<file path="src/rtl/core/dnle_pkg.sv">
`timescale 1ns / 1ps

package dnle_pkg;

    localparam int MAX_LABEL_DEF   = 63;
    localparam int QUEUE_DEPTH_DEF = 4;

    localparam logic [7:0] DOT_CHAR = 8'h2E;

    typedef struct packed {
        logic [7:0] char_in;
        logic       end_of_name;
    } t_in_item;

    typedef struct packed {
        logic [7:0] out_byte;
        logic       last;
        logic       root_follows;
        logic       overflow;
    } t_out_item;

    // classified item between front and back
    typedef struct packed {
        logic       is_flush;
        logic       root;
        logic [7:0] ch;
    } t_cmd;

endpackage

</file>
<file path="src/rtl/core/dnle_front.sv">
`timescale 1ns / 1ps

module dnle_front (
    input  logic              i_clk,
    input  logic              i_rst_n,
    input  logic              i_push,
    output logic              o_full,
    input  dnle_pkg::t_in_item i_item,
    input  logic              i_q_full,
    output logic              o_q_push,
    output dnle_pkg::t_cmd    o_q_cmd
);

    logic           r_valid;
    logic           n_valid;
    dnle_pkg::t_cmd r_cmd;
    dnle_pkg::t_cmd n_cmd;

    // hold while the queue cannot take the classified item
    assign o_full   = r_valid & i_q_full;
    assign o_q_push = r_valid & ~i_q_full;
    assign o_q_cmd  = r_cmd;

    always_comb begin
        n_valid = r_valid;
        n_cmd   = r_cmd;
        if (!o_full) begin
            n_valid      = i_push;
            n_cmd.is_flush = i_item.end_of_name | (i_item.char_in == dnle_pkg::DOT_CHAR);
            n_cmd.root   = i_item.end_of_name;
            n_cmd.ch     = i_item.char_in;
        end
    end

    always_ff @(posedge i_clk) begin
        if (!i_rst_n) begin
            r_valid <= 1'b0;
        end else begin
            r_valid <= n_valid;
        end
        r_cmd <= n_cmd;
    end

endmodule

</file>
<file path="src/rtl/core/dnle_queue.sv">
`timescale 1ns / 1ps

module dnle_queue #(
    parameter int QUEUE_DEPTH = dnle_pkg::QUEUE_DEPTH_DEF
) (
    input  logic           i_clk,
    input  logic           i_rst_n,
    input  logic           i_push,
    input  dnle_pkg::t_cmd i_data,
    output logic           o_full,
    input  logic           i_pop,
    output logic           o_empty,
    output dnle_pkg::t_cmd o_data
);

    localparam int PTR_W = (QUEUE_DEPTH > 1) ? $clog2(QUEUE_DEPTH) : 1;
    localparam int CNT_W = $clog2(QUEUE_DEPTH + 1);

    dnle_pkg::t_cmd   r_mem [QUEUE_DEPTH];
    logic [PTR_W-1:0] r_wr_ptr;
    logic [PTR_W-1:0] r_rd_ptr;
    logic [CNT_W-1:0] r_count;
    logic             wr_en;
    logic             rd_en;

    assign o_full  = (r_count == CNT_W'(QUEUE_DEPTH));
    assign o_empty = (r_count == '0);
    assign wr_en   = i_push & ~o_full;
    assign rd_en   = i_pop & ~o_empty;
    assign o_data  = r_mem[r_rd_ptr];

    always_ff @(posedge i_clk) begin
        if (wr_en) begin
            r_mem[r_wr_ptr] <= i_data;
        end
    end

    always_ff @(posedge i_clk) begin
        if (!i_rst_n) begin
            r_wr_ptr <= '0;
            r_rd_ptr <= '0;
            r_count  <= '0;
        end else begin
            if (wr_en) begin
                r_wr_ptr <= (r_wr_ptr == PTR_W'(QUEUE_DEPTH - 1)) ? '0 : r_wr_ptr + PTR_W'(1);
            end
            if (rd_en) begin
                r_rd_ptr <= (r_rd_ptr == PTR_W'(QUEUE_DEPTH - 1)) ? '0 : r_rd_ptr + PTR_W'(1);
            end
            if (wr_en && !rd_en) begin
                r_count <= r_count + CNT_W'(1);
            end else if (rd_en && !wr_en) begin
                r_count <= r_count - CNT_W'(1);
            end
        end
    end

endmodule

</file>
<file path="src/rtl/core/dnle_back.sv">
`timescale 1ns / 1ps

module dnle_back #(
    parameter int MAX_LABEL = dnle_pkg::MAX_LABEL_DEF
) (
    input  logic                i_clk,
    input  logic                i_rst_n,
    input  logic                i_cmd_valid,
    input  dnle_pkg::t_cmd      i_cmd,
    output logic                o_cmd_pop,
    output logic                o_empty,
    input  logic                i_pop,
    output dnle_pkg::t_out_item o_result
);

    localparam int LEN_W  = $clog2(MAX_LABEL + 1);
    localparam int ADDR_W = (MAX_LABEL > 1) ? $clog2(MAX_LABEL) : 1;

    typedef enum logic [1:0] {
        S_IDLE,
        S_LEN,
        S_BYTES
    } t_state;

    t_state              r_state,     n_state;
    logic [LEN_W-1:0]    r_len,       n_len;
    logic                r_ovf,       n_ovf;
    logic [LEN_W-1:0]    r_flen,      n_flen;
    logic                r_fovf,      n_fovf;
    logic                r_froot,     n_froot;
    logic [LEN_W-1:0]    r_idx,       n_idx;
    logic                r_out_valid, n_out_valid;
    dnle_pkg::t_out_item r_out,       n_out;

    logic [7:0]          r_mem [MAX_LABEL];
    logic [7:0]          r_rd_data;
    logic [ADDR_W-1:0]   rd_addr;
    logic                mem_we;
    logic                out_ready;
    logic                fin;

    assign o_empty  = ~r_out_valid;
    assign o_result = r_out;
    assign out_ready = ~r_out_valid | i_pop;
    // read ahead at the next index so the data lines up with r_idx
    assign rd_addr  = n_idx[ADDR_W-1:0];
    assign fin      = (r_idx == r_flen - LEN_W'(1));

    always_comb begin
        n_state     = r_state;
        n_len       = r_len;
        n_ovf       = r_ovf;
        n_flen      = r_flen;
        n_fovf      = r_fovf;
        n_froot     = r_froot;
        n_idx       = r_idx;
        n_out_valid = r_out_valid & ~i_pop;
        n_out       = r_out;
        o_cmd_pop   = 1'b0;
        mem_we      = 1'b0;
        unique case (r_state)
            S_IDLE: begin
                if (i_cmd_valid) begin
                    o_cmd_pop = 1'b1;
                    if (!i_cmd.is_flush) begin
                        if (r_len < LEN_W'(MAX_LABEL)) begin
                            mem_we = 1'b1;
                            n_len  = r_len + LEN_W'(1);
                        end else begin
                            n_ovf = 1'b1;
                        end
                    end else begin
                        n_flen  = r_len;
                        n_fovf  = r_ovf;
                        n_froot = i_cmd.root;
                        n_len   = '0;
                        n_ovf   = 1'b0;
                        n_idx   = '0;
                        n_state = S_LEN;
                    end
                end
            end
            S_LEN: begin
                if (out_ready) begin
                    n_out_valid        = 1'b1;
                    n_out.out_byte     = 8'(r_flen);
                    n_out.last         = (r_flen == '0);
                    n_out.root_follows = (r_flen == '0) & r_froot;
                    n_out.overflow     = r_fovf;
                    n_state            = (r_flen == '0) ? S_IDLE : S_BYTES;
                end
            end
            S_BYTES: begin
                if (out_ready) begin
                    n_out_valid        = 1'b1;
                    n_out.out_byte     = r_rd_data;
                    n_out.last         = fin;
                    n_out.root_follows = fin & r_froot;
                    n_out.overflow     = r_fovf;
                    if (fin) begin
                        n_state = S_IDLE;
                    end else begin
                        n_idx = r_idx + LEN_W'(1);
                    end
                end
            end
            default: begin
                n_state = S_IDLE;
            end
        endcase
    end

    always_ff @(posedge i_clk) begin
        if (mem_we) begin
            r_mem[r_len[ADDR_W-1:0]] <= i_cmd.ch;
        end
        r_rd_data <= r_mem[rd_addr];
    end

    always_ff @(posedge i_clk) begin
        if (!i_rst_n) begin
            r_state     <= S_IDLE;
            r_len       <= '0;
            r_ovf       <= 1'b0;
            r_out_valid <= 1'b0;
        end else begin
            r_state     <= n_state;
            r_len       <= n_len;
            r_ovf       <= n_ovf;
            r_out_valid <= n_out_valid;
        end
        r_flen  <= n_flen;
        r_fovf  <= n_fovf;
        r_froot <= n_froot;
        r_idx   <= n_idx;
        r_out   <= n_out;
    end

endmodule

</file>
<file path="src/rtl/core/dns_name_label_encoder.sv">
`timescale 1ns / 1ps
// Channel   Handshake      Payload            Direction
// input     push / full    i_item (t_in_item)  in
// result    pop / empty    o_result (t_out_item) out
//
// A character item is taken from the queue in the back end's idle state; a flush is taken from
// the queue, then each emitted byte, length byte first, passes through the result register.
// Input items pass a front register and a QUEUE_DEPTH-deep queue, so full rises
// only once the queue is full behind a flush in progress.
// Synchronous active-low reset empties the queue, the result register and the label.
// A stalled pop holds the result register and the back end waits on it before its next byte.

module dns_name_label_encoder #(
    parameter int MAX_LABEL   = dnle_pkg::MAX_LABEL_DEF,
    parameter int QUEUE_DEPTH = dnle_pkg::QUEUE_DEPTH_DEF
) (
    input  logic                i_clk,
    input  logic                i_rst_n,
    input  logic                push,
    output logic                full,
    input  dnle_pkg::t_in_item  i_item,
    output logic                empty,
    input  logic                pop,
    output dnle_pkg::t_out_item o_result
);

    logic           q_full;
    logic           q_push;
    dnle_pkg::t_cmd q_in;
    logic           q_empty;
    logic           q_pop;
    dnle_pkg::t_cmd q_out;

    dnle_front u_front (
        .i_clk    (i_clk),
        .i_rst_n  (i_rst_n),
        .i_push   (push),
        .o_full   (full),
        .i_item   (i_item),
        .i_q_full (q_full),
        .o_q_push (q_push),
        .o_q_cmd  (q_in)
    );

    dnle_queue #(
        .QUEUE_DEPTH (QUEUE_DEPTH)
    ) u_queue (
        .i_clk   (i_clk),
        .i_rst_n (i_rst_n),
        .i_push  (q_push),
        .i_data  (q_in),
        .o_full  (q_full),
        .i_pop   (q_pop),
        .o_empty (q_empty),
        .o_data  (q_out)
    );

    dnle_back #(
        .MAX_LABEL (MAX_LABEL)
    ) u_back (
        .i_clk       (i_clk),
        .i_rst_n     (i_rst_n),
        .i_cmd_valid (~q_empty),
        .i_cmd       (q_out),
        .o_cmd_pop   (q_pop),
        .o_empty     (empty),
        .i_pop       (pop),
        .o_result    (o_result)
    );

endmodule
</file>
<file path="config.mk">
export PLATFORM = sky130hd
export DESIGN_NAME = dns_name_label_encoder
export DESIGN_NICKNAME = d
export VERILOG_FILES = /design/src/rtl/core/dnle_pkg.sv /design/src/rtl/core/dnle_front.sv /design/src/rtl/core/dnle_queue.sv /design/src/rtl/core/dnle_back.sv /design/src/rtl/core/dns_name_label_encoder.sv
export SDC_FILE = /design/constraint.sdc
export NUM_CORES = 1
export LEC_CHECK = 0
export ABC_AREA = 1
export ABC_CLOCK_PERIOD_IN_PS = 4100
export BUFFER_PORTS_ARGS = -buffer_cell sky130_fd_sc_hd__buf_2
export CORE_ASPECT_RATIO = 0.7
export CORE_UTILIZATION = 50
export CTS_BUF_LIST = sky130_fd_sc_hd__clkbuf_8
export DETAILED_ROUTE_END_ITERATION = 6
export PLACE_DENSITY = 0.61
export SLEW_MARGIN = 20
export SYNTH_ARGS = -nofsm -noshare
export SYNTH_HDL_FRONTEND = slang
export SYNTH_SLANG_ARGS = --single-unit
</file>
<file path="constraint.sdc">
create_clock -name i_clk -period 4.1 [get_ports i_clk]
set_clock_uncertainty 0.1 [all_clocks]
set_input_delay 0.82 -clock i_clk [delete_from_list [all_inputs] [get_ports i_clk]]
set_output_delay 0.82 -clock i_clk [all_outputs]
set_load 0.02 [all_outputs]
</file>
==> reports/qor.csv, run 1 <==
stage;metric;value;unit
timing;final-setup-viol-count;0;
synthesis;yosysSeqAreaShare;68.43;%
synthesis;yosysUniqueCellTypes;41;
setup_path;arrival;4.13;ns
setup_path;crit_fanout;91;
die;die-area;53210;sq um
hold_path;hold_path_startpoint;i_item[6];
routing;drtIter0Drc;2072;
clocking;path_clk_slew;0.07;ns
die;die_w;275.3;um
clocking;clock_latency;0.71;ns
die;start_util;51.05;%
setup_path;crit_start;u_back.r_flen[0]$_DFFE_PP_;
clocking;clk_path_buf_depth;3;
routing;vias;18078;
die;die_h;193.3;um
hold_path;hold_class;in -> reg;
timing;hold_viol;0;
placement;hpwlAfterDp;41270;um
clocking;cts.sinks;607;
placement;pre_cts_slack;0.5588;ns
synthesis;netlist_area;26140;sq um
timing;tightestPinTransition;0.9826;ns
clocking;cts_resized;0;
clocking;cts_hold_buf;0;
finish;nets;2499;
clocking;cts_htree_levels;3;
power;vdd_drop_max;0.0006209;V
clocking;post_cts_buffers;0;
setup_path;r2r_slack;0.50;ns
synthesis;synth-seq-cells;607;
flow_run;max-cap-violations;0;
power;total_leakage_power;11.34;nW
placement;portBuffers;25;
setup_path;end_kind;flip-flop;
timing;layout_setup_ws;0.5004;ns
timing;rsz0062_at_grt;false;
setup_path;r2r_start;u_back.r_flen[0]$_DFFE_PP_;
timing;slew_viol_final;0;
outcome;run_status;completed;
synthesis;syn_area_per_cell;10.68;sq um
global_route;grt_pass1_wl;108000;um
synthesis;ys_warn_count;0;
global_route;grt_pass1_vias;17633;
global_route;grtUsageTotal;27.07;%
die;core-area;51200;sq um
timing;finalCritPeriodShare;87.79;%
routing;drtPass1Iterations;6;
global_route;grt_start_max_net_pins;122;
setup_path;rr_endpoint;u_back.r_rd_data[0]$_DFF_P_;
global_route;antenna_found_initial;0;
synthesis;syn_inst;2448;
routing;wire_per_inst;21.99;um
routing;final_antenna_net_count;0;
clocking;cts_tree;yes;
finish;syn_to_final_growth;11.24;%
timing;max_freq;0.2778;GHz
placement;place.gp.congestion;0.9432;
timing;fin_crit;3.600;ns
routing;routed_wl;70870;um
power;power_density;725.2;nW/um^2
timing;finalSetupTns;0;ns
setup_path;path_class;reg -> reg;
hold_path;hold_depth;1;
hold_path;holdPathEnd;u_front.o_q_cmd[5]$_DFFE_PN_;
clocking;clock-root-buffer;clkbuf_8;
routing;viasPerCell;5.609;
finish;n_fill_cell;4357;
global_route;grt-ovfl-total;0;
die;io_pins;26;
synthesis;synth_nets;2474;
routing;drc;0;
clocking;cts_buffers;91;
finish;n_antenna_cell;0;
finish;drive_above_1_share;9.612;%
die;num_rows;69;
timing;maxSlewHeadroom;34.25;%
setup_path;r2r_cells;20;
setup_path;start_kind;flip-flop;
setup_path;required;4.63;ns
## worst max-delay path by stage
stage / endpoint / slack, ns / cells after the start
detailed placement: u_back.r_rd_data[4]$_DFF_P_ / 0.56 / 20
global route: u_back.r_rd_data[2]$_DFF_P_ / 0.13 / 23
floorplan: u_back.r_mem[0][0]$_DFFE_PP_ / 0.84 / 4
finish: u_back.r_rd_data[0]$_DFF_P_ / 0.50 / 20
global placement: u_back.r_rd_data[7]$_DFF_P_ / 0.51 / 21
CTS: u_back.r_rd_data[4]$_DFF_P_ / 0.54 / 20
## layout make-up
cell class                 count  area (sq um)  area share [%]
timing repair buffer          72         615.6           2.117
clock inverter                72         680.7           2.341
inverter                     229         860.8           2.961
sequential                   607         17890           61.52
multi-input combinational   1472          6853           23.57
clock buffer                  97          1335           4.592
tap                          674         843.3           2.900
## critical path, stage by stage, from the launching register on
cell	delay (ns)
edfxtp_1	0.38
inv_1	0.16
ha_1	0.24
nand2_1	0.12
nor2_1	0.13
nand2_1	0.07
nand2_1	0.06
nand2_1	0.05
inv_1	0.06
nand3_2	0.10
nand3b_1	0.09
nand3_1	0.12
nand2_4	0.27
buf_12	0.42
buf_4	0.40
nand2_1	0.12
nand3_1	0.08
nand3_1	0.18
nand3_1	0.17
nand3_1	0.09
nand2_1	0.06
## where the power goes
group | total, W | internal [W] | switching (W)
clock | 0.00553 | 0.00304 | 0.00248
combinational | 0.00740 | 0.00189 | 0.00551
sequential | 0.00816 | 0.00796 | 0.000201
total | 0.0211 | 0.0129 | 0.00819
## flip-flops by register name (all words and copies together) (netlist names), named ones only
register / count
u_back.r_idx: 6
u_back.r_rd_data: 8
u_queue.r_mem: 40
u_queue.r_wr_ptr: 2
u_back.o_result: 11
u_back.r_flen: 6
u_queue.r_count: 3
u_back.r_fovf: 1
u_back.r_froot: 1
u_front.r_valid: 1
u_back.r_ovf: 1
u_back.r_mem: 504
u_back.r_state: 2
u_queue.r_rd_ptr: 2
u_back.r_out_valid: 1
u_front.o_q_cmd: 10
u_back.r_len: 6
## cells in the final DEF, fill, tap and decap left out, types with 12 or more instances in the layout
cell / n
clkbuf_8: 97
clkinv_1: 19
nor2_1: 108
nand2_1: 647
nand3_1: 581
dfxtp_1: 34
ha_1: 12
buf_4: 36
bufinv_16: 13
nand3b_1: 17
o21ai_0: 34
buf_2: 25
edfxtp_1: 573
clkinv_2: 21
a21oi_1: 16
inv_1: 230
## Yosys cell counts
| library cell | n | share of area [%] |
|---|---|---|
| nor2_1 | 110 | 1.6 |
| fa_1 | 1 | 0.077 |
| ha_1 | 12 | 0.57 |
| a31oi_1 | 1 | 0.024 |
| dfxtp_1 | 34 | 2.6 |
| o22ai_1 | 9 | 0.22 |
| nand2_4 | 1 | 0.043 |
| o21a_1 | 1 | 0.029 |
| o211a_1 | 1 | 0.038 |
| nor4_1 | 1 | 0.024 |
| and2_1 | 1 | 0.024 |
| nand3_1 | 581 | 11 |
| a22oi_4 | 1 | 0.081 |
| nand3_2 | 2 | 0.077 |
| inv_2 | 9 | 0.13 |
| o2111a_1 | 1 | 0.043 |
| buf_1 | 2 | 0.029 |
| nand2_1 | 648 | 9.3 |
| a21oi_1 | 16 | 0.31 |
| a22oi_2 | 1 | 0.048 |
| nor2_4 | 1 | 0.043 |
| nor2_2 | 1 | 0.024 |
| buf_2 | 105 | 2.0 |
| edfxtp_1 | 573 | 66 |
| nand4_1 | 9 | 0.22 |
| nand3b_1 | 17 | 0.49 |
| o21ai_2 | 1 | 0.034 |
| o22ai_2 | 1 | 0.048 |
| a41o_1 | 1 | 0.038 |
| clkbuf_1 | 23 | 0.33 |
| xor2_1 | 2 | 0.067 |
| nor3_1 | 7 | 0.13 |
| inv_1 | 219 | 3.1 |
| clkinv_1 | 1 | 0.014 |
| a31o_2 | 1 | 0.034 |
| o21ai_1 | 5 | 0.096 |
| buf_4 | 8 | 0.23 |
| buf_6 | 2 | 0.086 |
| nand2_2 | 2 | 0.048 |
| o21ai_0 | 34 | 0.65 |
| a211oi_1 | 2 | 0.057 |
## through the flow
stage | cell area [sq um] | utilization [%] | total power (W) | hold WS [ns] | cells
3_3_place_gp | 27050 | 52.85 | 0.01557 | 0.3058 | 3054
4_1_cts | 29070 | 56.78 | 0.02110 | 0.1521 | 3223
6_report | 29080 | 56.79 | 0.02109 | 0.1976 | 3223
2_1_floorplan | 26140 | - | 0.01289 | 0.3003 | 2448
3_5_place_dp | 27050 | 52.85 | 0.01561 | 0.3295 | 3054
5_1_grt | 29080 | 56.79 | 0.02213 | 0.1532 | 3223
## metal layers
layer / global-route usage, % / share of wire (%) / wire length, um / vias up
met5: 0 / 0 / 0 / -
met3: 8.292 / 11 / 7827 / 121
met1: 40.92 / 45 / 31680 / 8691
li1: - / - / - / 8438
met2: 37.64 / 42 / 29740 / 828
met4: 7.326 / 2.3 / 1616 / 0
## logic make-up after synthesis
group	share of synthesized area, %
DFF	68.43
and+or+nand+nor	23.13
buffers and inverters	5.974
AOI/OAI and AO/OA	1.742
xor gates and xnor gates	0.06703
adders and majority gates	0.6510
No activity file was read; power rests on OpenSTA's default activity.
==> inputs of run 2 (changes only) <==
ABC_CLOCK_PERIOD_IN_PS = 4700   (was 4100)
CTS_BUF_LIST = default   (was sky130_fd_sc_hd__clkbuf_8)
clock period = 4.7 ns   (was 4.1 ns; I/O delays follow)
==> reports/qor.csv, run 2 (synthesized netlist as in run 1, its figures left out) <==
stage;metric;value;unit
clocking;cts_htree_levels;2;
clocking;path_clk_slew;0.06;ns
global_route;grt-ovfl-total;0;
setup_path;crit_fanout;8;
setup_path;crit_path_frequent_cell;nor2_1;
placement;placed_cell_area;27070;sq um
die;num_rows;69;
finish;layout_common_cells;647 x nand2_1, 581 x nand3_1, 573 x edfxtp_1;
finish;design_area;29040;sq um
timing;finalCritPeriodShare;83.08;%
die;die_h;193.3;um
die;io_pins;26;
setup_path;slowest_stage;nor2_1;
timing;fin_crit;3.905;ns
timing;timing.hold.ws;0.3183;ns
finish;largest-register;u_back.r_mem;
power;vdd_drop_max;0.0004265;V
die;core-area;51200;sq um
outcome;run_status;completed;
finish;multi_input_area;6850;sq um
global_route;antenna_found_initial;2;
setup_path;path_class;reg -> reg;
global_route;grt_pass1_vias;17150;
routing;routed_wl;69460;um
timing;slew_viol_final;0;
clocking;cts_hold_buf;0;
placement;hpwlAfterDp;40770;um
clocking;cts_tree;yes;
timing;tightestPinTransition;1.033;ns
placement;portBuffers;25;
routing;drc;0;
finish;drive_above_1_share;7.720;%
timing;finalSetupTns;0;ns
finish;nets;2467;
die;die-area;53210;sq um
flow_run;max-cap-violations;0;
clocking;cts.sinks;607;
setup_path;end_kind;flip-flop;
global_route;grt_start_max_net_pins;102;
timing;max_freq;0.2561;GHz
finish;syn_to_final_growth;11.10;%
routing;vias;18001;
global_route;grtUsageTotal;26.46;%
power;power_density;639.5;nW/um^2
timing;final-setup-viol-count;0;
routing;wire_per_inst;21.97;um
setup_path;arrival;4.03;ns
power;power.total;0.01857;W
finish;mostFrequentLayoutCell;nand2_1;
setup_path;path_cells;inv_1 -> nor3_1 -> inv_1 -> nor2_1 -> nor2_1 -> inv_1 -> nor2_1 -> nand4_1 -> buf_4 -> nor2_1;
setup_path;path_buf_inv;4;
routing;drtPass1Iterations;6;
routing;drtIter0Drc;2169;
clocking;clock_latency;0.64;ns
clocking;cts_resized;0;
hold_path;hold_class;reg -> reg;
clocking;clk_path_buf_depth;3;
finish;fin_util;56.72;%
finish;seqCellArea;17890;sq um
clocking;cts_buffers;57;
timing;rsz0062_at_grt;false;
timing;maxSlewHeadroom;31.05;%
setup_path;max_stage_delay;0.69;ns
global_route;grt_pass1_wl;105600;um
routing;viasPerCell;5.695;
clocking;clock-root-buffer;clkbuf_16;
power;total_leakage_power;11.24;nW
die;start_util;51.05;%
timing;hold_viol;0;
setup_path;required;4.83;ns
finish;largest_reg_flops;504;
finish;n_antenna_cell;0;
placement;place.gp.congestion;0.9013;
finish;n_fill_cell;4313;
routing;final_antenna_net_count;0;
clocking;post_cts_buffers;0;
die;die_w;275.3;um
setup_path;start_kind;flip-flop;
setup_path;cp_top_family;simple AND/OR/NAND/NOR gates;
-- run 2: cell types whose count changed in the layout (fill, tap and decap cells not counted), moves of 4 or more --
cell and delta:
clkbuf_8 -91, inv_1 -12, clkinv_1 -12, clkbuf_16 +59
clkinv_2 -11, bufinv_16 -4, clkbuf_1 +14
-- run 2: final timing paths --
path | start | end | slack, ns | cells past startpoint
worst min-delay path | u_back.r_fovf$_DFFE_PP_ | u_back.o_result[0]$_DFFE_PP_ | 0.32 | 0
worst max register to register | u_back.r_len[4]$_SDFFE_PN0P_ | u_back.r_mem[11][2]$_DFFE_PP_ | 0.80 | 10
worst min register to register | u_back.r_fovf$_DFFE_PP_ | u_back.o_result[0]$_DFFE_PP_ | 0.32 | 0
worst max-delay path | u_back.r_len[4]$_SDFFE_PN0P_ | u_back.r_mem[11][2]$_DFFE_PP_ | 0.80 | 10
-- run 2: cell type report --
class,count,area share [%]
Timing Repair Buffer,74,2.172
Clock buffer,79,5.550
Sequential cell,607,61.60
Clock inverter,26,1.224
Multi-Input combinational cell,1472,23.59
Tap cell,674,2.904
Inverter,229,2.964
-- run 2: power by group --
group          internal (W)  switching [W]
clock               0.00288        0.00202
sequential          0.00694       0.000178
combinational       0.00166        0.00489
total                0.0115        0.00709
-- run 2: per-layer routing --
layer	global-route usage (%)	wire length [um]	share of wire, %
met1	40.75	31140	45
met2	37.00	29290	42
met3	6.306	7102	10
met4	7.919	1914	2.8
met5	0	7	0.010
-- run 2: through the flow --
step,instances,setup WS (ns)
3_3_place_gp,3056,0.9679
5_1_grt,3161,0.5841
6_report,3161,0.7952
3_5_place_dp,3056,0.9054
2_1_floorplan,2448,1.435
4_1_cts,3161,0.8697
